--- src/rtl/pt_pkg.sv ---
package pt_pkg;

  localparam int unsigned NumW = 63;
  localparam int unsigned CntW = $clog2(NumW + 1);
  localparam int unsigned NumBases = 5;
  localparam int unsigned BaseIdxW = $clog2(NumBases);

  typedef logic [NumW-1:0] num_t;

  // Witness bases, all well below 2^8 so any NumW in range holds them.
  function automatic num_t base_value(input logic [BaseIdxW-1:0] idx);
    num_t v;
    v = '0;
    unique case (idx)
      3'd0: v[7:0] = 8'd2;
      3'd1: v[7:0] = 8'd3;
      3'd2: v[7:0] = 8'd5;
      3'd3: v[7:0] = 8'd7;
      3'd4: v[7:0] = 8'd43;
      default: v[7:0] = 8'd2;
    endcase
    return v;
  endfunction

  typedef enum logic [1:0] {
    MulAccB,    // acc <= acc * b
    MulBB,      // b <= b * b
    MulAccAcc,  // acc <= acc * acc
    MulRedBase  // b <= 1 * base, i.e. base mod n
  } mul_op_e;

  typedef struct packed {
    logic    load_n;      // latch candidate, work out n-1, reset trailing zero count
    logic    strip_zero;  // d >>= 1, s++
    logic    load_base;   // acc = 1, e = d, squaring count cleared, scan flag set
    logic    next_base;
    logic    mul_start;
    mul_op_e mul_op;
    logic    shift_e;
    logic    step_k;      // fold acc into the scan flag, count one squaring
  } pt_cmd_t;

  typedef struct packed {
    logic d_even;
    logic mul_done;
    logic e_zero;
    logic e_lsb;
    logic k_done;         // k == s
    logic acc_one;
    logic scan_ok;        // last power other than 1 was n-1, or none seen
    logic small_prime;
    logic below_two;
    logic last_base;
  } pt_status_t;

  typedef enum logic [3:0] {
    StIdle,
    StCheck,
    StStrip,
    StBase,
    StReduce,
    StPowTest,
    StPowMulAcc,
    StPowSqB,
    StPowMulB,
    StSqTest,
    StSqWait,
    StBaseEnd,
    StDone
  } state_e;

endpackage

--- src/rtl/pt_datapath.sv ---
module pt_datapath (
  input  logic                        clk_i,
  input  logic                        rst_ni,
  input  logic [pt_pkg::NumW-1:0]     candidate_i,
  input  pt_pkg::pt_cmd_t             cmd_i,
  output pt_pkg::pt_status_t          status_o
);

  pt_pkg::num_t n_q, nm1_q, d_q, e_q, acc_q, b_q, a_q, m_q, r_q;
  pt_pkg::num_t n_d, nm1_d, d_d, e_d, acc_d, b_d, a_d, m_d, r_d;
  logic [pt_pkg::CntW-1:0] s_q, s_d, k_q, k_d, bit_q, bit_d;
  logic [pt_pkg::BaseIdxW-1:0] bidx_q, bidx_d;
  logic busy_mul_q, busy_mul_d, ok_q, ok_d;
  pt_pkg::mul_op_e op_q, op_d;
  logic [pt_pkg::NumW:0] dbl, dsum, add2;
  pt_pkg::num_t r1, base_v;

  assign base_v = pt_pkg::base_value(bidx_q);

  // one shift-and-add step: r = 2r mod n, then + a if bit set
  always_comb begin
    dbl  = {r_q, 1'b0};
    r1   = (dbl >= {1'b0, n_q}) ? pt_pkg::NumW'(dbl - {1'b0, n_q}) : dbl[pt_pkg::NumW-1:0];
    dsum = {1'b0, r1} + {1'b0, a_q};
    add2 = (dsum >= {1'b0, n_q}) ? dsum - {1'b0, n_q} : dsum;
  end

  always_comb begin
    n_d = n_q; nm1_d = nm1_q; d_d = d_q; e_d = e_q; acc_d = acc_q; b_d = b_q;
    a_d = a_q; m_d = m_q; r_d = r_q; s_d = s_q; k_d = k_q; bit_d = bit_q;
    bidx_d = bidx_q; busy_mul_d = busy_mul_q; op_d = op_q; ok_d = ok_q;
    if (cmd_i.load_n) begin
      n_d = candidate_i;
      nm1_d = candidate_i - pt_pkg::NumW'(1);
      d_d = candidate_i - pt_pkg::NumW'(1);
      s_d = '0;
      bidx_d = '0;
    end
    if (cmd_i.strip_zero) begin
      d_d = d_q >> 1;
      s_d = s_q + pt_pkg::CntW'(1);
    end
    if (cmd_i.load_base) begin
      acc_d = pt_pkg::NumW'(1);
      e_d = d_q;
      k_d = '0;
      ok_d = 1'b1;
    end
    if (cmd_i.next_base) bidx_d = bidx_q + pt_pkg::BaseIdxW'(1);
    if (cmd_i.shift_e) e_d = e_q >> 1;
    if (cmd_i.step_k) begin
      k_d = k_q + pt_pkg::CntW'(1);
      // once a power is 1 all later ones are too, so the last other value decides
      if (acc_q != pt_pkg::NumW'(1)) ok_d = (acc_q == nm1_q);
    end
    if (cmd_i.mul_start) begin
      busy_mul_d = 1'b1;
      op_d = cmd_i.mul_op;
      r_d = '0;
      bit_d = pt_pkg::CntW'(pt_pkg::NumW - 1);
      unique case (cmd_i.mul_op)
        pt_pkg::MulAccB:    begin a_d = acc_q;              m_d = b_q;    end
        pt_pkg::MulBB:      begin a_d = b_q;                m_d = b_q;    end
        pt_pkg::MulAccAcc:  begin a_d = acc_q;              m_d = acc_q;  end
        pt_pkg::MulRedBase: begin a_d = pt_pkg::NumW'(1);   m_d = base_v; end
      endcase
    end else if (busy_mul_q) begin
      r_d = m_q[bit_q] ? add2[pt_pkg::NumW-1:0] : r1;
      if (bit_q == '0) begin
        busy_mul_d = 1'b0;
        unique case (op_q)
          pt_pkg::MulBB, pt_pkg::MulRedBase:  b_d = r_d;
          pt_pkg::MulAccB, pt_pkg::MulAccAcc: acc_d = r_d;
        endcase
      end else begin
        bit_d = bit_q - pt_pkg::CntW'(1);
      end
    end
  end

  always_ff @(posedge clk_i or negedge rst_ni) begin
    if (!rst_ni) begin
      busy_mul_q <= 1'b0;
      bidx_q <= '0;
      op_q <= pt_pkg::MulAccB;
      ok_q <= 1'b1;
      n_q <= '0; nm1_q <= '0; d_q <= '0; e_q <= '0; acc_q <= '0; b_q <= '0;
      a_q <= '0; m_q <= '0; r_q <= '0; s_q <= '0; k_q <= '0; bit_q <= '0;
    end else begin
      busy_mul_q <= busy_mul_d;
      bidx_q <= bidx_d;
      op_q <= op_d;
      ok_q <= ok_d;
      n_q <= n_d; nm1_q <= nm1_d; d_q <= d_d; e_q <= e_d; acc_q <= acc_d; b_q <= b_d;
      a_q <= a_d; m_q <= m_d; r_q <= r_d; s_q <= s_d; k_q <= k_d; bit_q <= bit_d;
    end
  end

  always_comb begin
    status_o.d_even = ~d_q[0] && (s_q < pt_pkg::CntW'(pt_pkg::NumW));
    status_o.mul_done = busy_mul_q && (bit_q == '0);
    status_o.e_zero = (e_q == '0);
    status_o.e_lsb = e_q[0];
    status_o.k_done = (k_q == s_q);
    status_o.acc_one = (acc_q == pt_pkg::NumW'(1));
    status_o.scan_ok = ok_q;
    status_o.small_prime = (n_q == pt_pkg::NumW'(2)) || (n_q == pt_pkg::NumW'(3)) ||
                           (n_q == pt_pkg::NumW'(5)) || (n_q == pt_pkg::NumW'(7)) ||
                           (n_q == pt_pkg::NumW'(43));
    status_o.below_two = (n_q < pt_pkg::NumW'(2));
    status_o.last_base = (bidx_q == pt_pkg::BaseIdxW'(pt_pkg::NumBases - 1));
  end

endmodule

--- src/rtl/pt_ctrl.sv ---
module pt_ctrl (
  input  logic               clk_i,
  input  logic               rst_ni,
  input  logic               start_i,
  input  pt_pkg::pt_status_t status_i,
  output pt_pkg::pt_cmd_t    cmd_o,
  output logic               busy_o,
  output logic               done_o,
  output logic               prime_flag_o
);

  pt_pkg::state_e state_q, state_d;
  logic flag_q, flag_d;

  always_comb begin
    state_d = state_q;
    flag_d = flag_q;
    unique case (state_q)
      pt_pkg::StIdle: if (start_i) state_d = pt_pkg::StCheck;
      pt_pkg::StCheck: begin
        priority if (status_i.below_two) begin
          flag_d = 1'b0; state_d = pt_pkg::StDone;
        end else if (status_i.small_prime) begin
          flag_d = 1'b1; state_d = pt_pkg::StDone;
        end else state_d = pt_pkg::StStrip;
      end
      pt_pkg::StStrip: if (!status_i.d_even) state_d = pt_pkg::StBase;
      pt_pkg::StBase: state_d = pt_pkg::StReduce;
      pt_pkg::StReduce: if (status_i.mul_done) state_d = pt_pkg::StPowTest;
      pt_pkg::StPowTest: begin
        priority if (status_i.e_zero) state_d = pt_pkg::StSqTest;
        else if (status_i.e_lsb) state_d = pt_pkg::StPowMulAcc;
        else state_d = pt_pkg::StPowSqB;
      end
      pt_pkg::StPowMulAcc: if (status_i.mul_done) state_d = pt_pkg::StPowSqB;
      pt_pkg::StPowSqB: state_d = pt_pkg::StPowMulB;
      pt_pkg::StPowMulB: if (status_i.mul_done) state_d = pt_pkg::StPowTest;
      // square acc s times, watching each power before it is squared
      pt_pkg::StSqTest: begin
        if (status_i.k_done) state_d = pt_pkg::StBaseEnd;
        else state_d = pt_pkg::StSqWait;
      end
      pt_pkg::StSqWait: if (status_i.mul_done) state_d = pt_pkg::StSqTest;
      pt_pkg::StBaseEnd: begin
        if (status_i.acc_one && status_i.scan_ok) begin
          if (status_i.last_base) begin
            flag_d = 1'b1; state_d = pt_pkg::StDone;
          end else state_d = pt_pkg::StBase;
        end else begin
          flag_d = 1'b0; state_d = pt_pkg::StDone;
        end
      end
      pt_pkg::StDone: state_d = pt_pkg::StIdle;
      default: state_d = pt_pkg::StIdle;
    endcase
  end

  always_comb begin
    cmd_o = '0;
    cmd_o.mul_op = pt_pkg::MulAccB;
    unique case (state_q)
      pt_pkg::StIdle: cmd_o.load_n = start_i;
      pt_pkg::StStrip: cmd_o.strip_zero = status_i.d_even;
      pt_pkg::StBase: begin
        cmd_o.load_base = 1'b1;
        cmd_o.mul_start = 1'b1;
        cmd_o.mul_op = pt_pkg::MulRedBase;
      end
      pt_pkg::StPowTest: begin
        if (!status_i.e_zero && status_i.e_lsb) begin
          cmd_o.mul_start = 1'b1;
          cmd_o.mul_op = pt_pkg::MulAccB;
        end
      end
      pt_pkg::StPowSqB: begin
        cmd_o.mul_start = 1'b1;
        cmd_o.mul_op = pt_pkg::MulBB;
        cmd_o.shift_e = 1'b1;
      end
      pt_pkg::StSqTest: begin
        if (!status_i.k_done) begin
          cmd_o.step_k = 1'b1;
          cmd_o.mul_start = 1'b1;
          cmd_o.mul_op = pt_pkg::MulAccAcc;
        end
      end
      pt_pkg::StBaseEnd:
        cmd_o.next_base = status_i.acc_one && status_i.scan_ok && !status_i.last_base;
      default: ;
    endcase
  end

  always_ff @(posedge clk_i or negedge rst_ni) begin
    if (!rst_ni) begin
      state_q <= pt_pkg::StIdle;
      flag_q <= 1'b0;
    end else begin
      state_q <= state_d;
      flag_q <= flag_d;
    end
  end

  assign busy_o = (state_q != pt_pkg::StIdle);
  assign done_o = (state_q == pt_pkg::StDone);
  assign prime_flag_o = flag_q;

endmodule

--- src/rtl/primality_test_top.sv ---
// Five-base strong-pseudoprime test (bases 2, 3, 5, 7, 43) on a 63-bit unsigned number.
// Raise start while busy is low to hand in one beat on candidate_i; busy then stays high
// until the verdict. prime_flag_o is valid only in the single cycle that done is high and
// must be taken then: the receiver cannot stall the block. One number is in flight at a
// time and the next beat is accepted from the cycle after done. Each modular product is a
// bit-serial shift-and-add, one launch step then one step per bit; a base needs up to
// about 127 of them. Values below 2 and the five base values go from the first check
// straight to done, and most composites stop after the first base.
module primality_test_top (
  input  logic                    clk_i,
  input  logic                    rst_ni,
  input  logic                    start,
  output logic                    busy,
  input  logic [pt_pkg::NumW-1:0] candidate_i,
  output logic                    done,
  output logic                    prime_flag_o
);

  pt_pkg::pt_cmd_t    cmd;
  pt_pkg::pt_status_t status;

  pt_datapath u_dp (
    .clk_i(clk_i), .rst_ni(rst_ni), .candidate_i(candidate_i),
    .cmd_i(cmd), .status_o(status)
  );

  pt_ctrl u_ctrl (
    .clk_i(clk_i), .rst_ni(rst_ni), .start_i(start), .status_i(status),
    .cmd_o(cmd), .busy_o(busy), .done_o(done), .prime_flag_o(prime_flag_o)
  );

endmodule

--- config.mk ---
export PLATFORM = sky130hd
export DESIGN_NAME = primality_test_top
export DESIGN_NICKNAME = d
export VERILOG_FILES = /design/src/rtl/pt_pkg.sv /design/src/rtl/pt_datapath.sv /design/src/rtl/pt_ctrl.sv /design/src/rtl/primality_test_top.sv
export SDC_FILE = /design/constraint.sdc
export NUM_CORES = 2
export LEC_CHECK = 0
export BUFFER_PORTS_ARGS = -buffer_cell sky130_fd_sc_hd__buf_2
export CAP_MARGIN = 15
export CORE_ASPECT_RATIO = 1.2
export CORE_UTILIZATION = 30
export DETAILED_ROUTE_END_ITERATION = 8
export GPL_ROUTABILITY_DRIVEN = 0
export PLACE_DENSITY = 0.53
export SLEW_MARGIN = 20
export SYNTH_ARGS = -nofsm -noshare
export SYNTH_HDL_FRONTEND = slang
export SYNTH_SLANG_ARGS = --single-unit
--- constraint.sdc ---
create_clock -name clk_i -period 7.4 [get_ports clk_i]
set_clock_uncertainty 0.2 [all_clocks]
set_input_delay 0.37 -clock clk_i [delete_from_list [all_inputs] [get_ports clk_i]]
set_output_delay 0.37 -clock clk_i [all_outputs]
set_load 0.005 [all_outputs]
* Yosys cells after proc, flatten, opt, wreduce, memory -nomap -nowiden
Index checks and enable logic that the tools add are counted.
W data, S select, Z words.
** Cells by class
- Add/sub/neg operators :: 8
- Multiply operators :: 0
- Divide/modulo/power cells :: 0
- Magnitude comparators :: 5
- Equality and inequality tests :: 39
- Shifts and indexed selects :: 0
- Mux-type cells :: 62
- Bitwise gates (word level) :: 2
- Reductions and logical operators :: 32
** Operators by type and width (count)
- $mux W63 :: 14
- $pmux W63 S3 :: 2
- $ge A64 B63 Y1 :: 2
- $eq A63 B2 Y1 const B :: 2
- $eq A63 B3 Y1 const B :: 2
- $sub A63 B63 Y63 :: 2
- $add A63 B63 Y64 :: 1
- $eq A63 B1 Y1 const B :: 1
- $eq A63 B6 Y1 const B :: 1
- $eq A63 B63 Y1 :: 1
- $logic_not A63 Y1 :: 1
- $lt A63 B2 Y1 const B :: 1
- $ne A63 B1 Y1 const B :: 1
- $sub A63 B1 Y63 const B :: 1
- $pmux W4 S11 :: 1
- $mux W6 :: 7
- $mux W4 :: 10
- $pmux W6 S4 :: 1
- $eq A4 B4 Y1 const B :: 5
- $mux W1 :: 20
- $eq A4 B3 Y1 const B :: 4
- $add A6 B1 Y6 const B :: 2
- $mux W3 :: 4
- $pmux W3 S4 :: 1
- other kinds (32) :: 61
** Word-level totals
- Flip-flop bits (word level) :: 597
- Bits in latches :: 0
- RAM bits :: 0
- Bits in read-only memories :: 0
- Input port bits :: 66
- Logic and storage cells :: 166
- Memories :: 0

* Depth between registers and ports, before layout
- Depth in word-level cells :: 10
- Depth in mapped cells :: 41

* By module
A second synthesis with hierarchy kept.
** Second synthesis, totals
- Cells, all modules :: 4880
- Area, all modules :: 41223.3 µm²
** By module, submodules not included
- pt_datapath :: instances 1, cells each 4810, area an instance 40694.0 µm²
- pt_ctrl :: instances 1, cells each 70, area an instance 529.3 µm²

* Worst setup path after synthesis
No wires, ideal clock.
- Path kind :: register to register
- Start point :: register u_dp.r_q[56]
- End point :: register u_dp.b_q[50]
- Arrival :: 7737 ps
- Slack :: -677 ps
- Stages on the path, launching flop included :: 36
- Buffers on the path :: 4
- Cell sequence :: dfrtp_1 ha_1 clkbuf_1 a21o_1 a21oi_1 o21bai_1 a21o_1 a2111oi_0 nand3_1 o21ai_1 buf_2 mux2i_1 inv_1 ha_1 a21o_1 a221o_1 a211oi_2 a21oi_1 or2_2 a31o_2 a31oi_1 o21bai_1 xor2_1 ha_1 clkbuf_1 nand2_1 o21ai_0 a21oi_1 o21a_1 o21ai_0 a21oi_1 o221ai_4 buf_2 a21oi_1 a222oi_1 o21ai_0
** On the way
- Word-level cells in the longest chain between the ends :: 6
** Ends and longest elaborated chain
- start, declared :: line pt_datapath.sv:9 : pt_pkg::num_t n_q, nm1_q, d_q, e_q, acc_q, b_q, a_q, m_q, r_q;
- start signal, assigned :: line pt_datapath.sv:88 : a_q <= '0; m_q <= '0; r_q <= '0; s_q <= '0; k_q <= '0; bit_q <= '0;
- start signal, assigned :: line pt_datapath.sv:95 : a_q <= a_d; m_q <= m_d; r_q <= r_d; s_q <= s_d; k_q <= k_d; bit_q <= bit_d;
- $ge A64 B63 Y1 or $sub A63 B63 Y63 (tied branches) :: line pt_datapath.sv:23 : r1 = (dbl >= {1'b0, n_q}) ? pt_pkg::NumW'(dbl - {1'b0, n_q}) : dbl[pt_pkg::NumW-1:0];
- $mux W63 (*) :: line pt_datapath.sv:23
- $add A63 B63 Y64 :: line pt_datapath.sv:24 : dsum = {1'b0, r1} + {1'b0, a_q};
- $sub A63 B63 Y63 or $ge A64 B63 Y1 (tied branches) :: line pt_datapath.sv:25 : add2 = (dsum >= {1'b0, n_q}) ? dsum - {1'b0, n_q} : dsum;
- $mux W63 :: line pt_datapath.sv:25
- $mux W63 (*) :: line pt_datapath.sv:68 : r_d = m_q[bit_q] ? add2[pt_pkg::NumW-1:0] : r1;
- end signal, assigned :: line pt_datapath.sv:87 : n_q <= '0; nm1_q <= '0; d_q <= '0; e_q <= '0; acc_q <= '0; b_q <= '0;
- end signal, assigned :: line pt_datapath.sv:94 : n_q <= n_d; nm1_q <= nm1_d; d_q <= d_d; e_q <= e_d; acc_q <= acc_d; b_q <= b_d;
- end, declared :: line pt_datapath.sv:9
Every way passes the cells marked *; elsewhere a longest branch is shown, timed or not.
A chain may end at the register's enable or synchronous reset.

* Worst setup path in the final report
- Start point :: register u_dp.n_q[1]
- End point :: register u_dp.r_q[47]
** On the way
- Word-level cells in the longest chain between the ends :: 8
** Ends and longest elaborated chain
- start, declared :: line pt_datapath.sv:9
- start signal, assigned :: line pt_datapath.sv:87
- start signal, assigned :: line pt_datapath.sv:94
- $sub A63 B63 Y63 or $ge A64 B63 Y1 (tied branches) :: line pt_datapath.sv:23
- $mux W63 :: line pt_datapath.sv:23
- $add A63 B63 Y64 :: line pt_datapath.sv:24
- $sub A63 B63 Y63 or $ge A64 B63 Y1 (tied branches) :: line pt_datapath.sv:25
- $mux W63 :: line pt_datapath.sv:25
- $mux W63 (*) :: line pt_datapath.sv:68
- $mux W63 (*) :: line pt_datapath.sv:67 : end else if (busy_mul_q) begin
- $mux W63 (*) :: line pt_datapath.sv:56 : if (cmd_i.mul_start) begin
Every way passes the cells marked *; elsewhere a longest branch is shown, timed or not. The select of a mux whose other input is x is not followed.

==> flow_summary.ini <==
[global_routing]
grt_util_met1_pct = 32.0
grt_pass1_wl_mm = 253
met3_usage_pct = 2.75
met2_usage_pct = 39.8
grt-ovfl-total = 0
antenna_found_initial = 2
grt_max_degree = 191
grt_pass1_vias = 40400
grt.busiest_layer = met2
grt_use_total_pct = 24.6

[min_path]
worstHoldPathType = in2async

[clock_tree]
clkTransAtPathRegs_ns = 0.07
cts_tree = built
cts_sinks = 596
htreeDepth = 2
cts-root-buf = clkbuf_16
cts_buffers = 54
clock_latency_ns = 0.66
ctsLongestPathBuffers = 3

[routing]
dr.pass1.iters = 5
drtIter0Drc = 3795
routedWlPerCell_um = 22.1
vias_per_cell = 5.37
num_vias = 41200
drc = 0
drtAntennaViolNets = 0
wl_mm = 170

[synth]
syn_inst = 4837
synthArstFlopShare_pct = 100
synth-seq-area-share_pct = 37.1
synth.cell_area_um2 = 40200
syn-num-nets = 5105
ys_top_cells_by_area = dfrtp_1 (37%), o21ai_0 (6.8%), ha_1 (6.2%)
synth_top_area_share_pct = 37.0
ys_seq_elements = 596
synth_edf_count = 0
synth_top_area_cell = dfrtp_1
synth_flop_cell = dfrtp_1
yosys_warnings = 0
synth_cell_types = 88
syn_avg_cell_area_um2 = 8.32

[critical_path]
cp-start-kind = register
ff2ff_path_depth = 40
worstPathMaxFanout = 6
end_kind = register
arrival_ns = 8.49
critical-path-top-delay-family = compound AO/OA/AOI/OAI gates
cp.buffers_inverters = 12
required_ns = 7.68
max_stage_delay_ns = 0.40
path_depth = 40
critPathKind = reg2reg
cpMaxStageDelayCell = fa_2

[power_and_ir_drop]
ir_worst_vdd_uv = 158
fin_total_pwr_mw = 6.69
leakage_nw = 26.5
powerDensity_nw_per_um2 = 120

[status]
violations = setup timing
status = complete, but fails checks

[timing]
max-slew-margin-rel_pct = 21.8
max_clock_freq_mhz = 122
finalHoldViolations = 0
period_needed_ns = 8.21
setup_ws_ns = -0.811
timing.hold.ws_ns = 0.0699
setup_viol = 189
fin_crit_sh_pct = 111
drv_slew = 0
rsz0062_at_grt = true
tightestPinTransition_ns = 1.16

[placed_design]
hpwl_mm = 127
dp_cells = 7422
io_buffers = 68
dpl_cell_area_um2 = 49900

[floorplanning]
core_um2 = 132000
row_count = 146
die_w_um = 336
initial_core_util_pct = 30.4
top_level_ports = 69
fp.dieH_um = 403
die_area_um2 = 136000

[layout]
final_cell_mix = buf_4 (1089), dfrtp_1 (593), nand2_1 (564), nor2_1 (416), o21ai_0 (365)
area_growth_pct = 38.2
fin_area_um2 = 55600
final_cell_count_no_fill = 7679
nets = 6128
layout_commonest_cell = buf_4
drive_above_1_share_pct = 29.2

[run]
drv_cap = 0
[layer usage]
metal	share of wire [%]	vias up	wire [um]
met5	0	-	0
met4	6.2	0	10600
met3	5.6	296	9470
met2	46	1262	77600
met1	43	20200	72400
li1	-	19500	-
[power breakdown]
| group | switching, mW | internal, mW |
|---|---|---|
| logic | 0.127 | 0.0505 |
| registers | 0 | 3.26 |
| clock network | 1.39 | 1.86 |
| total | 1.52 | 5.17 |
[sequential cells by signal, indices dropped and copies added (netlist names), 63 cells and up]
signal,cells
u_dp.a_q,63
u_dp.acc_q,63
u_dp.b_q,63
u_dp.d_q,63
u_dp.e_q,63
u_dp.m_q,63
u_dp.n_q,63
u_dp.nm1_q,63
u_dp.r_q,63
[cell families (layout without fill, tap and decap cells)]
kind of cell,count (synthesis),after routing,share of synthesized area [%]
buffers and inverters,469,1533,4.49
AND/OR/NAND/NOR,1658,1658,19.0
adder cells (fa/ha/maj),202,202,6.34
flip-flops,596,596,37.1
multiplexers,128,128,3.86
AO/OA/AOI/OAI,1494,1495,23.0
XOR/XNOR,290,290,6.31
other,0,1,0
[worst register-to-register path: cells and delay by family, from the launching register on]
family / cells / cell delay (ns)
AO/OA/AOI/OAI: 19 / 3.57
AND/OR/NAND/NOR: 3 / 0.50
XOR/XNOR: 1 / 0.11
multiplexers: 2 / 0.53
flip-flops: 1 / 0.39
buffers and inverters: 12 / 1.73
adder cells (fa/ha/maj): 3 / 1.03
[worst paths after layout]
path	slack, ns	end	startpoint
max	-0.81	u_dp.r_q[47]	u_dp.n_q[1]
min	0.07	u_dp.r_q[1]	rst_ni
max reg2reg	-0.81	u_dp.r_q[47]	u_dp.n_q[1]
min reg2reg	0.28	u_dp.m_q[0]	u_dp.m_q[0]
max in group asynchronous	4.91	u_dp.e_q[44]	rst_ni
min in group clk_i	0.28	u_dp.m_q[0]	u_dp.m_q[0]
[Yosys cell counts (all sizes together), types with 5 or more instances]
master   number
nor4         84
a221o        50
a41oi         6
or3          39
nand3b        6
o211ai       30
dfrtp       595
mux4         20
nand2b       34
xor2        133
a221oi       74
mux2i        91
buf          49
and3         30
nor2b        19
o221ai       12
clkbuf      261
o21bai       36
a21boi        6
ha          199
o31ai        30
and2         12
a31oi        92
a21o        126
or2          15
a211oi       22
nand4        88
mux2         17
nor3         64
and4          8
or4          13
nand3       222
o21ai       563
inv         159
a2111oi       8
nor2        436
o21a         51
o31a          8
xnor2       157
nand2       582
o41ai         5
a21oi       330
[layout make-up]
| cell class | instances | area [um2] |
|---|---|---|
| Fill cell | 13200 | 76800 |
| Multi-Input combinational cell | 3773 | 25800 |
| Sequential cell | 596 | 14900 |
| Timing Repair Buffer | 1276 | 10100 |
| Tap cell | 1776 | 2220 |
| Clock buffer | 72 | 1520 |
| Inverter | 159 | 601 |
| Clock inverter | 26 | 454 |
| Antenna cell | 1 | 2.50 |
[stage by stage]
stage / setup WS, ns / TNS (ns) / utilization [%]
detailed placement: -1.46 / -224.93 / 37.6
finish: -0.811 / -119.92 / 42.0
global placement: -1.55 / -247.66 / 37.6
floorplan: 0.0111 / 0 / -
global route: -0.999 / -162.17 / 42.0
CTS: -0.815 / -112.64 / 41.2
[timing repair]
action	in CTS	in global routing
buffers inserted	69	25
endpoints found under the setup margin	189	189
hold buffers	64	0
cloned	11	0
resized for setup	442	171
pin swaps	147	107
endpoints found under the hold margin	160	0
Power figures use the tool's default switching activity.
